File: src/ssr_pkg.sv
// Shared constants and types of the streaming substring replace block.
package ssr_pkg;

    localparam int BYTE_W      = 8;
    localparam int LEN_W       = 4;
    localparam int CFG_DATA_W  = 64;
    localparam int CFG_INDEX_W = 2;

    // Configuration register indexes.
    localparam logic [CFG_INDEX_W-1:0] CFG_PATTERN_BYTES      = 2'd0;
    localparam logic [CFG_INDEX_W-1:0] CFG_PATTERN_LENGTH     = 2'd1;
    localparam logic [CFG_INDEX_W-1:0] CFG_REPLACEMENT_BYTES  = 2'd2;
    localparam logic [CFG_INDEX_W-1:0] CFG_REPLACEMENT_LENGTH = 2'd3;

    // Attributes shared by every result of one buffered burst.
    typedef struct packed {
        logic data;   // results carry bytes; clear for a bare end marker
        logic last;   // the final result of the burst ends the string
    } burst_ctrl_t;

endpackage

File: src/ssr_chan_if.sv
// Valid/ready channel interfaces for text items and result items.
interface ssr_text_if;
    logic                       valid;
    logic                       ready;
    logic [ssr_pkg::BYTE_W-1:0] in_byte;
    logic                       in_valid;
    logic                       in_last;

    modport source (output valid, output in_byte, output in_valid, output in_last,
                     input ready);
    modport sink   (input valid, input in_byte, input in_valid, input in_last,
                     output ready);
endinterface

interface ssr_result_if;
    logic                       valid;
    logic                       ready;
    logic [ssr_pkg::BYTE_W-1:0] out_byte;
    logic                       out_valid;
    logic                       out_last;

    modport source (output valid, output out_byte, output out_valid, output out_last,
                     input ready);
    modport sink   (input valid, input out_byte, input out_valid, input out_last,
                     output ready);
endinterface

File: src/ssr_burst_out.sv
// Result buffer that holds one burst of results and hands them out one per cycle while res_ready is high.
module ssr_burst_out #(
    parameter int DEPTH = 8,
    parameter int CNT_W = 4
) (
    input  logic                       clk,
    input  logic                       rst_n,
    input  logic                       load,
    input  logic [ssr_pkg::BYTE_W-1:0] load_bytes [DEPTH],
    input  logic [CNT_W-1:0]           load_count,
    input  ssr_pkg::burst_ctrl_t       load_ctrl,
    output logic                       can_load,
    output logic                       res_valid,
    input  logic                       res_ready,
    output logic [ssr_pkg::BYTE_W-1:0] res_byte,
    output logic                       res_data,
    output logic                       res_last
);

    logic [ssr_pkg::BYTE_W-1:0] bytes_reg [DEPTH];
    logic [ssr_pkg::BYTE_W-1:0] bytes_next [DEPTH];
    logic [CNT_W-1:0]           remain_reg;
    logic [CNT_W-1:0]           remain_next;
    ssr_pkg::burst_ctrl_t       ctrl_reg;
    ssr_pkg::burst_ctrl_t       ctrl_next;
    logic                       take;

    assign res_valid = (remain_reg != '0);
    assign take      = res_valid && res_ready;
    // A new burst may enter when the buffer is empty or its final result leaves now.
    assign can_load  = (remain_reg == '0) || ((remain_reg == CNT_W'(1)) && res_ready);
    assign res_byte  = bytes_reg[0];
    assign res_data  = ctrl_reg.data;
    assign res_last  = ctrl_reg.last && (remain_reg == CNT_W'(1));

    always_comb
    begin
        bytes_next  = bytes_reg;
        remain_next = remain_reg;
        ctrl_next   = ctrl_reg;
        if (load)
        begin
            bytes_next  = load_bytes;
            remain_next = load_count;
            ctrl_next   = load_ctrl;
        end
        else if (take)
        begin
            for (int i = 0; i < DEPTH - 1; i++)
            begin
                bytes_next[i] = bytes_reg[i + 1];
            end
            bytes_next[DEPTH - 1] = '0;
            remain_next = remain_reg - CNT_W'(1);
        end
    end

    always_ff @(posedge clk or negedge rst_n)
    begin
        if (!rst_n)
        begin
            remain_reg <= '0;
            ctrl_reg   <= '0;
        end
        else
        begin
            remain_reg <= remain_next;
            ctrl_reg   <= ctrl_next;
        end
    end

    always_ff @(posedge clk)
    begin
        bytes_reg <= bytes_next;
    end

endmodule

File: src/stream_substring_replace.sv
// The first result of an item appears in the cycle after the item is accepted.
// Throughput: one item per cycle while each item gives at most one result and
// result.ready is high; an item that gives more results holds the result buffer
// until its final result leaves. The single-burst result buffer sets this rate.
// Reset clears the configuration registers, the window and the result buffer.
module stream_substring_replace #(
    parameter int MAX_PATTERN_BYTES = 8
) (
    input  logic                            clk,
    input  logic                            rst_n,
    ssr_text_if.sink                        text,
    ssr_result_if.source                    result,
    input  logic                            cfg_write,
    input  logic [ssr_pkg::CFG_INDEX_W-1:0] cfg_index,
    input  logic [ssr_pkg::CFG_DATA_W-1:0]  cfg_data
);

    localparam int BW     = ssr_pkg::BYTE_W;
    localparam int LW     = ssr_pkg::LEN_W;
    localparam int MAXB   = MAX_PATTERN_BYTES;
    localparam int FILL_W = $clog2(MAXB + 1);
    localparam int IDX_W  = (MAXB > 1) ? $clog2(MAXB) : 1;

    // Configuration registers. Only the bytes that the window can hold are kept.
    logic [MAXB*BW-1:0] pattern_reg;
    logic [LW-1:0]      pattern_length_reg;
    logic [MAXB*BW-1:0] replacement_reg;
    logic [LW-1:0]      replacement_length_reg;

    // Sliding window: oldest byte at entry 0, fill_reg bytes valid.
    logic [BW-1:0]     window_reg [MAXB];
    logic [BW-1:0]     window_next [MAXB];
    logic [FILL_W-1:0] fill_reg;
    logic [FILL_W-1:0] fill_next;

    // Per-item work signals.
    logic              item;
    logic [LW-1:0]     plen;
    logic [LW-1:0]     rlen;
    logic [BW-1:0]     win_app [MAXB];
    logic [FILL_W-1:0] fill_app;
    logic              bytes_equal;
    logic              match;
    logic              emit_oldest;

    // Burst handed to the result buffer.
    logic [BW-1:0]         burst_bytes [MAXB];
    logic [FILL_W-1:0]     burst_count;
    ssr_pkg::burst_ctrl_t  burst_ctrl;
    logic                  burst_load;
    logic                  can_load;

    assign item = text.valid && text.ready;
    assign text.ready = can_load;

    // Lengths above the window size saturate to it.
    assign plen = (pattern_length_reg > LW'(MAXB)) ? LW'(MAXB) : pattern_length_reg;
    assign rlen = (replacement_length_reg > LW'(MAXB)) ? LW'(MAXB) : replacement_length_reg;

    // Append the incoming byte, then decide between a match, a single emission
    // of the oldest byte, or waiting for more bytes.
    always_comb
    begin
        win_app  = window_reg;
        fill_app = fill_reg;
        if (text.in_valid && (fill_reg < FILL_W'(MAXB)))
        begin
            win_app[fill_reg[IDX_W-1:0]] = text.in_byte;
            fill_app = fill_reg + FILL_W'(1);
        end

        // Entries past the pattern length take no part in the compare.
        bytes_equal = 1'b1;
        for (int i = 0; i < MAXB; i++)
        begin
            if ((LW'(i) < plen) && (win_app[i] != pattern_reg[i*BW +: BW]))
            begin
                bytes_equal = 1'b0;
            end
        end

        // A compare is only made when the window holds exactly the pattern length;
        // a longer window (pattern shortened mid-string) just drains.
        match       = text.in_valid && (plen != '0) && (LW'(fill_app) == plen) && bytes_equal;
        emit_oldest = text.in_valid && (LW'(fill_app) >= plen) && !match;
    end

    // Next window contents.
    always_comb
    begin
        window_next = win_app;
        fill_next   = fill_app;
        if (match || text.in_last)
        begin
            for (int i = 0; i < MAXB; i++)
            begin
                window_next[i] = '0;
            end
            fill_next = '0;
        end
        else if (emit_oldest)
        begin
            for (int i = 0; i < MAXB - 1; i++)
            begin
                window_next[i] = win_app[i + 1];
            end
            window_next[MAXB - 1] = '0;
            fill_next = fill_app - FILL_W'(1);
        end
    end

    // Build the burst of results for this item. Without a match the results are
    // always a prefix of the window after the append: the oldest byte alone, or on
    // the last item the whole window (the popped byte followed by the flush).
    always_comb
    begin
        burst_ctrl.data = 1'b1;
        burst_ctrl.last = text.in_last;
        if (match)
        begin
            for (int i = 0; i < MAXB; i++)
            begin
                burst_bytes[i] = replacement_reg[i*BW +: BW];
            end
            burst_count = FILL_W'(rlen);
        end
        else
        begin
            burst_bytes = win_app;
            if (text.in_last)
            begin
                burst_count = fill_app;
            end
            else if (emit_oldest)
            begin
                burst_count = FILL_W'(1);
            end
            else
            begin
                burst_count = '0;
            end
        end

        // A string end with nothing to show still gives one bare end marker.
        if (text.in_last && (burst_count == '0))
        begin
            for (int i = 0; i < MAXB; i++)
            begin
                burst_bytes[i] = '0;
            end
            burst_count     = FILL_W'(1);
            burst_ctrl.data = 1'b0;
        end

        burst_load = item && (burst_count != '0);
    end

    always_ff @(posedge clk or negedge rst_n)
    begin
        if (!rst_n)
        begin
            pattern_reg            <= '0;
            pattern_length_reg     <= '0;
            replacement_reg        <= '0;
            replacement_length_reg <= '0;
        end
        else if (cfg_write)
        begin
            case (cfg_index)
                ssr_pkg::CFG_PATTERN_BYTES:      pattern_reg            <= cfg_data[MAXB*BW-1:0];
                ssr_pkg::CFG_PATTERN_LENGTH:     pattern_length_reg     <= cfg_data[LW-1:0];
                ssr_pkg::CFG_REPLACEMENT_BYTES:  replacement_reg        <= cfg_data[MAXB*BW-1:0];
                ssr_pkg::CFG_REPLACEMENT_LENGTH: replacement_length_reg <= cfg_data[LW-1:0];
                default:                         pattern_reg            <= pattern_reg;
            endcase
        end
    end

    always_ff @(posedge clk or negedge rst_n)
    begin
        if (!rst_n)
        begin
            fill_reg <= '0;
            for (int i = 0; i < MAXB; i++)
            begin
                window_reg[i] <= '0;
            end
        end
        else if (item)
        begin
            fill_reg   <= fill_next;
            window_reg <= window_next;
        end
    end

    // The result buffer parts the two handshakes and serializes each burst.
    ssr_burst_out #(
        .DEPTH (MAXB),
        .CNT_W (FILL_W)
    ) u_burst_out (
        .clk        (clk),
        .rst_n      (rst_n),
        .load       (burst_load),
        .load_bytes (burst_bytes),
        .load_count (burst_count),
        .load_ctrl  (burst_ctrl),
        .can_load   (can_load),
        .res_valid  (result.valid),
        .res_ready  (result.ready),
        .res_byte   (result.out_byte),
        .res_data   (result.out_valid),
        .res_last   (result.out_last)
    );

    // Between items the window never fills to its capacity of MAXB bytes.
    assert property (@(posedge clk) disable iff (!rst_n)
        fill_reg < FILL_W'(MAXB))
        else $error("window fill reached its capacity between items");

    // The end of a string always leaves the window empty.
    assert property (@(posedge clk) disable iff (!rst_n)
        (item && text.in_last) |=> (fill_reg == '0))
        else $error("window not empty after a string end");

    // A result without a byte is always a bare end marker with a zero byte.
    assert property (@(posedge clk) disable iff (!rst_n)
        (result.valid && !result.out_valid) |-> (result.out_last && (result.out_byte == '0)))
        else $error("result without a byte is not a clean end marker");

    // An item is only taken when its burst can enter the buffer.
    assert property (@(posedge clk) disable iff (!rst_n)
        (result.valid && !result.ready && !result.out_last) |-> !text.ready)
        else $error("item accepted while a burst is still pending");

endmodule
File: src/flat_wrapper.sv
// flat-port wrapper written by rule: the top's interface ports become plain ports
module stream_substring_replace_flat 
#(
    parameter int MAX_PATTERN_BYTES = 8
)
  (clk, rst_n, cfg_write, cfg_index, cfg_data, text_valid, text_in_byte, text_in_valid, text_in_last, text_ready, result_valid, result_out_byte, result_out_valid, result_out_last, result_ready);
  ssr_text_if text_i ();
  ssr_result_if result_i ();
  input  logic clk;
  input  logic rst_n;
  input  logic cfg_write;
  input  logic [ssr_pkg::CFG_INDEX_W-1:0] cfg_index;
  input  logic [ssr_pkg::CFG_DATA_W-1:0] cfg_data;
  input wire logic [$bits(text_i.valid)-1:0] text_valid;
  input wire logic [$bits(text_i.in_byte)-1:0] text_in_byte;
  input wire logic [$bits(text_i.in_valid)-1:0] text_in_valid;
  input wire logic [$bits(text_i.in_last)-1:0] text_in_last;
  output wire logic [$bits(text_i.ready)-1:0] text_ready;
  output wire logic [$bits(result_i.valid)-1:0] result_valid;
  output wire logic [$bits(result_i.out_byte)-1:0] result_out_byte;
  output wire logic [$bits(result_i.out_valid)-1:0] result_out_valid;
  output wire logic [$bits(result_i.out_last)-1:0] result_out_last;
  input wire logic [$bits(result_i.ready)-1:0] result_ready;
  assign text_i.valid = text_valid;
  assign text_i.in_byte = text_in_byte;
  assign text_i.in_valid = text_in_valid;
  assign text_i.in_last = text_in_last;
  assign text_ready = text_i.ready;
  assign result_valid = result_i.valid;
  assign result_out_byte = result_i.out_byte;
  assign result_out_valid = result_i.out_valid;
  assign result_out_last = result_i.out_last;
  assign result_i.ready = result_ready;
  stream_substring_replace #(.MAX_PATTERN_BYTES(MAX_PATTERN_BYTES)) u_core (.clk(clk), .rst_n(rst_n), .text(text_i), .result(result_i), .cfg_write(cfg_write), .cfg_index(cfg_index), .cfg_data(cfg_data));
endmodule
File: config.mk
export PLATFORM = sky130hd
export DESIGN_NAME = stream_substring_replace_flat
export DESIGN_NICKNAME = d
export VERILOG_FILES = /design/src/ssr_pkg.sv /design/src/ssr_chan_if.sv /design/src/ssr_burst_out.sv /design/src/stream_substring_replace.sv /design/src/flat_wrapper.sv
export SDC_FILE = /design/constraint.sdc
export NUM_CORES = 1
export LEC_CHECK = 0
export BUFFER_PORTS_ARGS = -buffer_cell sky130_fd_sc_hd__buf_2
export CAP_MARGIN = 20
export CORE_MARGIN = 5
export CORE_UTILIZATION = 49
export CTS_CLUSTER_DIAMETER = 120
export DETAILED_ROUTE_END_ITERATION = 12
export PLACE_DENSITY = 0.65
export SYNTH_ARGS = -nofsm -noshare
export SYNTH_HDL_FRONTEND = slang
export SYNTH_SLANG_ARGS = --single-unit
File: constraint.sdc
create_clock -name clk -period 16.4 [get_ports clk]
set_input_delay 3.28 -clock clk [delete_from_list [all_inputs] [get_ports clk]]
set_output_delay 3.28 -clock clk [all_outputs]
set_load 0.02 [all_outputs]
# == Yosys cells after proc, flatten, opt, wreduce, memory -nomap -nowiden ==
# Cells that the tools add are included.
# word_totals
reg_bits,274
input_bits,81
# classes
n_reduce_logical,35
bitwise,1
add_sub_neg,3
order_cmp,14
eq_ne,13
n_mux,30
# ops
cell,n
64-bit two-way mux,7
64-bit bitwise mux,1
8-bit != test,8
4-bit two-way mux,10
8-bit demux with 3-bit select,1
1-bit logical AND,21
"3-bit by 4-bit < comparator with 1-bit output, first input constant",4
4-bit nonzero test,3
1-bit two-way mux,10
"4-bit > comparator, second input constant",2
4-bit logical NOT,2
"1-bit by 4-bit < comparator with 1-bit output, first input constant",2
"2-bit by 4-bit < comparator with 1-bit output, first input constant",2
8-bit two-way mux,1
2-bit AND reduction,4
"4-bit by 1-bit subtractor with 4-bit output, second input constant",2
"4-bit by 1-bit adder with 4-bit output, second input constant",1
"2-bit == test, second input constant",2
"4-bit by 1-bit == test with 1-bit output, second input constant",1
4-bit == test,1
4-bit greater-or-equal comparator,1
"4-bit greater-or-equal comparator, second input constant",1
"4-bit by 1-bit < comparator with 1-bit output, second input constant",1
"4-bit < comparator, second input constant",1
other kinds (6),7

# == Depth between registers and ports, before layout ==
# Gate-level depths: netlist of run 1.
# depth
word_depth,29
ltp_mapped,16
depth_no_buf,13

# == Cells and area by module ==
# A second synthesis of run 1 with hierarchy kept.
# unflattened
hier_cells,1343
hier_area_um2,14543.9
# modules_own_cells
mod,area_each_um2,cells_per_inst,n_inst
stream_substring_replace,11456.0,1160,1
ssr_burst_out,3088.0,183,1

# == Worst setup path before layout of run 1 ==
# Ideal clock, no wire load.
# synth_path
kind,input -> register
from,input text_in_valid
to,register u_core.u_burst_out.bytes_reg[0] (netlist bit) (enable)
n_path_buf,3
t_arrival_ps,7395
setup_time_ps,847
path_slack_ps,8158
path_stages,14
required_ps,15553
path_cell_list,buf_2 > nor2b_1 > mux2_2 > ha_1 > and3_1 > nand3_1 > a311oi_1 > o211ai_1 > o21ai_0 > o2111ai_2 > mux2i_4 > buf_6 > buf_6 > nand3b_1
# synth_between
elab_chain_len,24
# synth_rtl
item,line_no,rtl
"start, declared",flat_wrapper.sv:16,input wire logic [$bits(text_i.in_valid)-1:0] text_in_valid;
1-bit logical AND,stream_substring_replace.sv:66,if (text.in_valid && (fill_reg < FILL_W'(MAXB)))
64-bit two-way mux,stream_substring_replace.sv:66,
8-bit != test,stream_substring_replace.sv:76,if ((LW'(i) < plen) && (win_app[i] != pattern_reg[i*BW +: BW]))
1-bit logical AND,stream_substring_replace.sv:76,
1-bit two-way mux (8 in a row),stream_substring_replace.sv:76,
1-bit logical AND,stream_substring_replace.sv:84,match = text.in_valid && (plen != '0) && (LW'(fill_app) == plen) && bytes_equal;
1-bit logical NOT,stream_substring_replace.sv:85,emit_oldest = text.in_valid && (LW'(fill_app) >= plen) && !match;
1-bit logical AND,stream_substring_replace.sv:85,
1-bit two-way mux,stream_substring_replace.sv:134,else if (emit_oldest)
4-bit two-way mux,stream_substring_replace.sv:130,if (text.in_last)
4-bit two-way mux (*),stream_substring_replace.sv:119,if (match)
4-bit logical NOT,stream_substring_replace.sv:145,if (text.in_last && (burst_count == '0))
1-bit logical AND,stream_substring_replace.sv:145,
4-bit two-way mux (*),stream_substring_replace.sv:145,
4-bit nonzero test (*),stream_substring_replace.sv:155,burst_load = item && (burst_count != '0);
1-bit logical AND (*),stream_substring_replace.sv:155,
2-bit nonzero test (no line) (*),n/a,
"end signal, assigned",ssr_burst_out.sv:74,bytes_reg <= bytes_next;
"end, declared",ssr_burst_out.sv:20,logic [ssr_pkg::BYTE_W-1:0] bytes_reg [DEPTH];
# Every way passes the cells marked *; elsewhere a longest branch is shown, timed or not.
# A chain may end at the register's enable or synchronous reset.

# == Final worst setup path of run 1 ==
# layout_path
from,input text_in_valid
to,register u_core.window_reg[23] (netlist bit)
# layout_between
elab_chain_len,17
# layout_rtl
item,line_no,rtl
1-bit logical AND,stream_substring_replace.sv:66,
64-bit two-way mux,stream_substring_replace.sv:66,
8-bit != test,stream_substring_replace.sv:76,
1-bit logical AND,stream_substring_replace.sv:76,
1-bit two-way mux (8 in a row),stream_substring_replace.sv:76,
1-bit logical AND,stream_substring_replace.sv:84,
1-bit logical NOT,stream_substring_replace.sv:85,
1-bit logical AND,stream_substring_replace.sv:85,
64-bit two-way mux,stream_substring_replace.sv:101,else if (emit_oldest)
64-bit two-way mux (*),stream_substring_replace.sv:93,if (match || text.in_last)
"end signal, assigned",stream_substring_replace.sv:192,window_reg <= window_next;
"end, declared",stream_substring_replace.sv:31,logic [BW-1:0] window_reg [MAXB];
# Marked as above.

==> out/metrics.cfg, run 1 <==
[status]
outcome=finished clean

[critical_path]
path_common_cell=buf_4
worstSetupStartpoint=text_in_valid
reg2reg_slack_ps=10540
cp_max_fo=60
path_delay_family=buffers and inverters
crit_arrival_ps=8190
cp.required_ps=16870
start_kind=input pin
rr_startpoint=u_core.fill_reg[1]
crit_slowest_cell=buf_4
slowest_delay_ps=750
cp-end-kind=flop
path_cells=buf_2, nand2_1, or4_1, mux2i_1, o221ai_1, a21oi_1, and4_1, a21boi_1, o2111ai_4, buf_4, buf_4, nor3b_4, buf_4, a32o_1
worst-path-buf-inv=4
critPathKind=in -> reg

[routing]
via_count=10500
route.detailed.drc=0
finalWirelength_um=40200
wl_met3_um=2220
highest_layer=met4
postRouteAntennaNets=0
drtIter0Drc=866
avgRoutedWirePerCell_um=22.6
drt-pass1-iter-count=7
viasPerCell=5.86
wl_met1_um=17700
routed-wl-met2_um=19500

[die]
initial_utilization_pct=49.4
die_area_um2=33400
num_rows=63
core-area_um2=29600
die_x_um=183
die_y_um=183
io_pins=93

[clocking]
worstSkewPairLatency_ps=550
ctsResizeCount=0
cts_root_buf=clkbuf_16
clkTransAtPathRegs_ps=60
hold_buffers=0
postCtsSetupBuffers=0
tritoncts=built
cts.sink_count=274
cts_buffer_depth=3
cts_buffers=29
htree_levels=1

[final_layout]
fin_nets=1460
area_growth_pct=11.8
num_antenna_cells=0
fill_cells=2597
stdcell_area_um2=16300
final_layout_size_suffix_gt1_share_pct=21.5

[hold_path]
hp-start=u_core.window_reg[4]
min_path_type=reg -> reg

[power_and_ir_drop]
power.leakage_nw=7.93
combPwrFrac_pct=34.0
powerDensity_nw_per_um2=167
p_sw_mw=0.986
p_clk_share_pct=25.7
vdd_drop_max_uv=86.2
p_seq_share_pct=40.3
swShare_pct=36.2
internal_power_mw=1.74
power_mw=2.73

[flow_run]
max_cap_viol_count=0

[sta]
setup_viol=0
relSlewSlack_pct=28.6
tightest_slew_ps=1070
hold_slack_ps=484
hold_violations=0
slew_violations=0
final.setup.tns_ps=0
fin_crit_sh_pct=47.1
max_freq_ghz=0.130
finClkSkew_ps=13.5
min_period_ps=7720
finalWorstSetupSlack_ps=8680
rsz0062_at_grt=false

[synthesis]
synth_area_per_cell_um2=11.0
ys_seq_area_share_pct=49.1
synth.net_count=1416
synth_edf_count=64
synthCells=1327
async_flop_share_pct=76.6
synth_warnings=0
yosysUniqueCellTypes=61
netlist_area_um2=14600
ys_seq_elements=274
yosys_most_used_dff=dfrtp_1

[grt]
grt_pass1_vias=10800
grt_first_pass_wirelength_um=62800
antenna_found_initial=0
grt_max_degree=77
grt_overflow=0
grt_util_all_layers_pct=23.8

[placed_design]
numPortBuffers=92
pre_cts_slack_ps=8230
dp_hpwl_um=26200
gp_congestion=0.890
postPlaceCellArea_um2=15300

[cells by family (layout without fill, tap and decap cells)]
family | Yosys count | after routing | synth area share, %
AND/OR/NAND/NOR | 321 | 321 | 9.67
buffers and inverters | 178 | 244 | 5.18
flip-flops | 274 | 274 | 49.1
AO/OA/AOI/OAI | 176 | 176 | 9.53
multiplexers | 289 | 289 | 21.0
XOR/XNOR | 81 | 81 | 4.85
adder cells (fa/ha/maj) | 8 | 8 | 0.685
[cells in the mapped netlist, types with 3 or more instances]
cell type	count	area (um^2)
o211a_1	7	70.1
clkbuf_1	57	214
edfxtp_1	64	1920
a21oi_1	28	140
mux2i_1	159	1590
nor2_1	23	86.3
a32o_1	54	541
o21ai_1	4	20.0
buf_2	20	100
buf_4	13	97.6
nand3b_1	3	22.5
buf_1	3	11.3
o22ai_1	4	25.0
a22o_1	12	105
a222oi_1	11	110
and2_1	6	37.5
nand2b_1	4	25.0
and3_1	7	43.8
or2_2	3	18.8
nand4_1	8	50.1
nor2b_1	11	68.8
inv_1	82	308
nor3_1	12	60.1
a2111oi_0	3	26.3
o21ai_0	27	135
xor2_1	38	333
mux2_2	129	1450
nand2_1	214	803
nand3_1	14	70.1
o21a_1	5	37.5
dfrtp_1	210	5260
ha_1	8	100
nor4_1	6	37.5
xnor2_1	43	377
[final cells by class]
type / instances / area, um^2 / share of cell area (%)
Timing Repair Buffer: 108 / 609 / 3.73
Sequential cell: 274 / 7180 / 43.9
Multi-Input combinational cell: 875 / 6720 / 41.1
Inverter: 83 / 312 / 1.91
Clock buffer: 46 / 975 / 5.96
Clock inverter: 7 / 65.1 / 0.398
Tap cell: 390 / 488 / 2.99
[metal layers]
layer | vias to the layer above | global-route usage, %
li1 | 4778 | -
met1 | 5268 | 33.6
met2 | 349 | 39.5
met3 | 61 | 3.09
met4 | 0 | 5.28
met5 | - | 0
[placed cells by master (no fill, tap or decap), types with 5 or more instances in the layout]
cell / instances
dfrtp_1: 210
inv_1: 82
a21oi_1: 28
o211a_1: 7
buf_2: 91
nand2_1: 211
o21ai_0: 27
clkbuf_8: 11
nor2b_1: 11
xnor2_1: 43
mux2i_1: 159
a22o_1: 12
and2_1: 5
nor3_1: 12
xor2_1: 38
nor2_1: 23
edfxtp_1: 64
o21a_1: 5
and3_1: 7
a32o_1: 54
ha_1: 8
nand3_1: 14
mux2_2: 129
nand4_1: 8
buf_4: 14
clkbuf_16: 33
a222oi_1: 11
nor4_1: 6
[path summary, 6_finish.rpt]
path                                                to  depth (start not counted)
min in group asynchronous        u_core.pattern_reg[6]                          1
worst max-delay path             u_core.window_reg[23]                         14
worst max register to register   u_core.window_reg[23]                         13
max in group asynchronous       u_core.pattern_reg[30]                          2
worst min register to register    u_core.window_reg[4]                          2
worst min-delay path              u_core.window_reg[4]                          2
[metrics by stage]
step | instances | utilization, %
floorplan | 1327 | -
global placement | 1728 | 51.7
CTS | 1781 | 55.2
global route | 1783 | 55.3
detailed placement | 1728 | 51.7
finish | 1783 | 55.3
[power by group through the flow]
stage | Combinational, mW | Sequential (mW) | Clock (mW)
4_1_cts | 0.917 | 1.10 | 0.710
3_3_place_gp | 0.896 | 1.10 | 0
6_report | 0.928 | 1.10 | 0.699
3_5_place_dp | 0.913 | 1.11 | 0
5_1_grt | 1.02 | 1.12 | 0.737
2_1_floorplan | 0.691 | 1.05 | 0
[tightest hold or removal path: stages, from the launching register on]
cell     delay (ps)
dfrtp_1         340
nand2_1          50
o21ai_0          60
Power figures use the tool's default switching activity.
==> run 2, diff against run 1 <==
==> constraint.sdc (replaced) <==
create_clock -name clk -period 7.14 [get_ports clk]
set_input_delay 1.428 -clock clk [delete_from_list [all_inputs] [get_ports clk]]
set_output_delay 1.428 -clock clk [all_outputs]
set_load 0.02 [all_outputs]
==> out/metrics.cfg, run 2 (synthesized netlist as in run 1, its figures left out) <==
[die]
die_area_um2=33400
die_x_um=183
num_rows=63
die_y_um=183
core-area_um2=29600
initial_utilization_pct=49.4
io_pins=93

[hold_path]
whs_path_depth=1
hold_end=u_core.u_burst_out.res_data
hp-start=u_core.u_burst_out.res_data
min_path_type=reg -> reg

[sta]
max_freq_ghz=0.194
setup_viol=0
rsz0062_at_grt=false
tightest_slew_ps=1080
final.setup.tns_ps=0
min_period_ps=5170
finClkSkew_ps=7.04
fin_crit_sh_pct=72.3
relSlewSlack_pct=28.2
slew_violations=0
hold_violations=0

[critical_path]
start_kind=input pin
ff2ff_path_depth=12
cp_max_fo=43
r2r_end=u_core.u_burst_out.bytes_reg[48]
reg2reg_slack_ps=2200
cp-end-kind=flop
crit_arrival_ps=5560
rr_startpoint=u_core.fill_reg[1]
critPathKind=in -> reg
cp.required_ps=7540

[final_layout]
final_common_cell=nand2_1
layout_common_cells=nand2_1 (211), dfrtp_1 (210), mux2i_1 (159)
fin_nets=1462
fill_cells=2605
num_antenna_cells=0
final_util_pct=55.1
final_cells=1787
final_layout_size_suffix_gt1_share_pct=21.2
area_growth_pct=11.5
stdcell_area_um2=16300

[routing]
avgRoutedWirePerCell_um=22.1
drt-pass1-iter-count=5
finalWirelength_um=39500
drtIter0Drc=832
viasPerCell=5.80
via_count=10400
route.detailed.drc=0
postRouteAntennaNets=0

[clocking]
cts_buffer_depth=3
clkTransAtPathRegs_ps=60
cts_buffers=30
hold_buffers=0
ctsResizeCount=0
tritoncts=built
htree_levels=1
cts_root_buf=clkbuf_16
postCtsSetupBuffers=0
cts.sink_count=274
worstSkewPairLatency_ps=550

[status]
outcome=finished clean

[placed_design]
gp_congestion=0.924
dp.cells=1730
dp_hpwl_um=26500
postPlaceCellArea_um2=15300
numPortBuffers=92

[power_and_ir_drop]
powerDensity_nw_per_um2=382
internal_power_mw=3.96
vdd_drop_max_uv=256
power.leakage_nw=7.90
p_sw_mw=2.26
p_seq_share_pct=40.5
p_clk_share_pct=25.2
combPwrFrac_pct=34.3
swShare_pct=36.3

[grt]
grt_overflow=0
antenna_found_initial=0
grt_first_pass_wirelength_um=61000
grt_pass1_vias=10600
grt_max_degree=82
grt_util_all_layers_pct=23.1

[flow_run]
max_cap_viol_count=0

==> run 2: cell count changes in the layout (fill, tap and decap cells not counted), moves of 2 or more <==
cell       change
bufinv_16      +2
clkbuf_1       +3
clkbuf_8       -7
clkinv_2       +3
buf_4          +2
clkbuf_16      -2
clkinv_1       +4
==> run 2: through the flow <==
step	worst slack, ps	hold WS (ps)	total power [mW]
6_report	1970	477	6.22
5_1_grt	1820	494	6.59
4_1_cts	2040	483	6.24
3_5_place_dp	1470	468	4.65
3_3_place_gp	1440	464	4.59
2_1_floorplan	750	450	4.01
==> run 2: power by group through the flow <==
stage               Combinational (mW)  Clock [mW]  Sequential [mW]
finish                            2.13        1.57             2.52
global route                      2.36        1.66             2.56
CTS                               2.12        1.60             2.51
detailed placement                2.11           0             2.54
global placement                  2.07           0             2.52
floorplan                         1.59           0             2.42
==> run 2: layout make-up <==
cell class	count	area (um^2)	share of cell area (%)
Tap cell	390	488	2.99
Inverter	83	312	1.91
Clock buffer	40	840	5.15
Clock inverter	16	155	0.952
Multi-Input combinational cell	875	6710	41.2
Timing Repair Buffer	109	617	3.78
Sequential cell	274	7180	44.0
==> run 2: worst max path at each step <==
stage,start,end,slack [ps],depth (start not counted)
6_report,text_in_valid,u_core.u_burst_out.bytes_reg[48],1970,13
2_1_floorplan,text_in_valid,u_core.u_burst_out.bytes_reg[0],750,14
5_1_grt,text_in_valid,u_core.u_burst_out.bytes_reg[48],1820,12
3_3_place_gp,text_in_valid,u_core.u_burst_out.bytes_reg[48],1440,13
3_5_place_dp,text_in_valid,u_core.u_burst_out.bytes_reg[48],1470,13
4_1_cts,text_in_valid,u_core.u_burst_out.bytes_reg[48],2040,13
==> run 2: routing by layer <==
layer	up-vias	share of wire, %	global-route usage [%]
met1	5172	44	31.8
met4	0	2.8	6.12
met2	336	48	38.6
li1	4789	-	-
met3	66	5.4	3.13
met5	-	0	0
==> run 2: critical path, cell delays in order <==
cell and delay (ps):
buf_2 170, nand2_1 80, or4_1 730, mux2i_1 320, o221ai_1 240, a21oi_1 90
and4_1 250, a21boi_1 160, o2111ai_4 250, buf_4 580, buf_4 630, mux2_2 410
mux2i_1 130
==> run 3, diff against run 2 <==
==> constraint.sdc (replaced) <==
create_clock -name clk -period 4.9 [get_ports clk]
set_input_delay 0.98 -clock clk [delete_from_list [all_inputs] [get_ports clk]]
set_output_delay 0.98 -clock clk [all_outputs]
set_load 0.02 [all_outputs]
==> out/metrics.cfg, run 3 (synthesized netlist as in run 1, its figures left out) <==
[status]
outcome=finished clean

[sta]
setup_viol=0
relSlewSlack_pct=30.5
rsz0062_at_grt=false
tightest_slew_ps=1040
slew_violations=0
hold_violations=0
finalWorstSetupSlack_ps=712
finClkSkew_ps=14.0
min_period_ps=4190
hold_slack_ps=481
max_freq_ghz=0.239
final.setup.tns_ps=0
fin_crit_sh_pct=85.5

[placed_design]
pre_cts_slack_ps=287
numPortBuffers=92
gp_congestion=0.872
postPlaceCellArea_um2=15500
dp_hpwl_um=27100
dp.cells=1750

[clocking]
htree_levels=1
worstSkewPairLatency_ps=560
ctsResizeCount=0
cts_root_buf=clkbuf_16
cts.sink_count=274
cts_buffers=30
cts_buffer_depth=3
tritoncts=built
clkTransAtPathRegs_ps=60
postCtsSetupBuffers=0
hold_buffers=0

[critical_path]
cp_max_fo=51
critPathKind=reg -> reg
crit_arrival_ps=4410
cp-end-kind=flop
cp.required_ps=5120
start_kind=flop

[die]
die_area_um2=33400
num_rows=63
io_pins=93
initial_utilization_pct=49.4
core-area_um2=29600
die_x_um=183
die_y_um=183

[final_layout]
final_cells=1806
final_common_cell=nand2_1
multi_input_area_um2=6770
area_growth_pct=12.8
fin_nets=1481
fill_cells=2598
stdcell_area_um2=16500
final_layout_size_suffix_gt1_share_pct=22.9
num_antenna_cells=0
seq_area_um2=7180
layout_common_cells=nand2_1 (211), dfrtp_1 (210), mux2i_1 (158)

[routing]
viasPerCell=5.92
postRouteAntennaNets=0
finalWirelength_um=40100
avgRoutedWirePerCell_um=22.2
drtIter0Drc=1036
route.detailed.drc=0
drt-pass1-iter-count=7
via_count=10700

[power_and_ir_drop]
power.leakage_nw=7.98
powerDensity_nw_per_um2=548
p_sw_mw=3.32
swShare_pct=36.8
p_seq_share_pct=40.7
internal_power_mw=5.71
vdd_drop_max_uv=336
combPwrFrac_pct=35.0
p_clk_share_pct=24.3

[grt]
grt_overflow=0
grt_first_pass_wirelength_um=62100
grt_max_degree=100
grt_pass1_vias=10600
antenna_found_initial=0
grt_util_all_layers_pct=23.5

[flow_run]
max_cap_viol_count=0

[hold_path]
min_path_type=in -> async

run 3: cell types whose count changed in the layout (fill, tap and decap cells not counted), sizes merged:
cell | before | now
clkinv | 12 | 11
inv | 82 | 83
bufinv | 3 | 1
buf | 108 | 128
clkbuf | 41 | 42
run 3: stage by stage:
step                total power [mW]  util [%]
floorplan                       5.87         -
global placement                6.76      52.6
detailed placement              6.85      52.6
CTS                             9.06      55.8
global route                    9.54      55.8
finish                          9.04      55.8
run 3: final cells by class:
type / instances / area share (%)
Multi-Input combinational cell: 875 / 41.0
Clock inverter: 14 / 0.622
Clock buffer: 42 / 5.14
Timing Repair Buffer: 128 / 4.80
Tap cell: 390 / 2.96
Sequential cell: 274 / 43.5
Inverter: 83 / 1.90
run 3: power by group through the flow:
| stage | Sequential, mW | Combinational (mW) | Clock [mW] |
|---|---|---|---|
| 2_1_floorplan | 3.53 | 2.35 | 0 |
| 3_3_place_gp | 3.69 | 3.07 | 0 |
| 3_5_place_dp | 3.71 | 3.14 | 0 |
| 4_1_cts | 3.67 | 3.16 | 2.23 |
| 5_1_grt | 3.75 | 3.47 | 2.33 |
| 6_report | 3.68 | 3.16 | 2.19 |
run 3: worst max-delay path: stages (launching register included):
cell and delay, ps:
dfrtp_1 490, nor2b_1 480, and4b_1 650, mux2i_1 430
nor2_1 80, a221oi_1 280, a21o_1 200, a41o_1 230
o2111ai_4 190, mux2i_4 260, nand3b_1 200, buf_12 300
run 3: per-layer routing:
metal / global-route usage [%] / vias to the layer above / wire (um)
met2: 38.4 / 378 / 19200
li1: - / 4822 / -
met1: 33.5 / 5413 / 17400
met5: 0 / - / 0
met3: 2.83 / 72 / 2330
met4: 6.45 / 0 / 1220
run 3: path summary, 6_finish.rpt:
kind	cells after the start	end	slack, ps	start
worst max-delay path	11	u_core.u_burst_out.bytes_reg[38]	710	u_core.fill_reg[1]
worst max register to register	11	u_core.u_burst_out.bytes_reg[38]	710	u_core.fill_reg[1]
worst min-delay path	1	u_core.replacement_reg[5]	480	rst_n
worst min register to register	2	u_core.window_reg[4]	480	u_core.window_reg[4]
min in group clk	2	u_core.window_reg[4]	480	u_core.window_reg[4]
max in group asynchronous	2	u_core.window_reg[29]	3220	rst_n
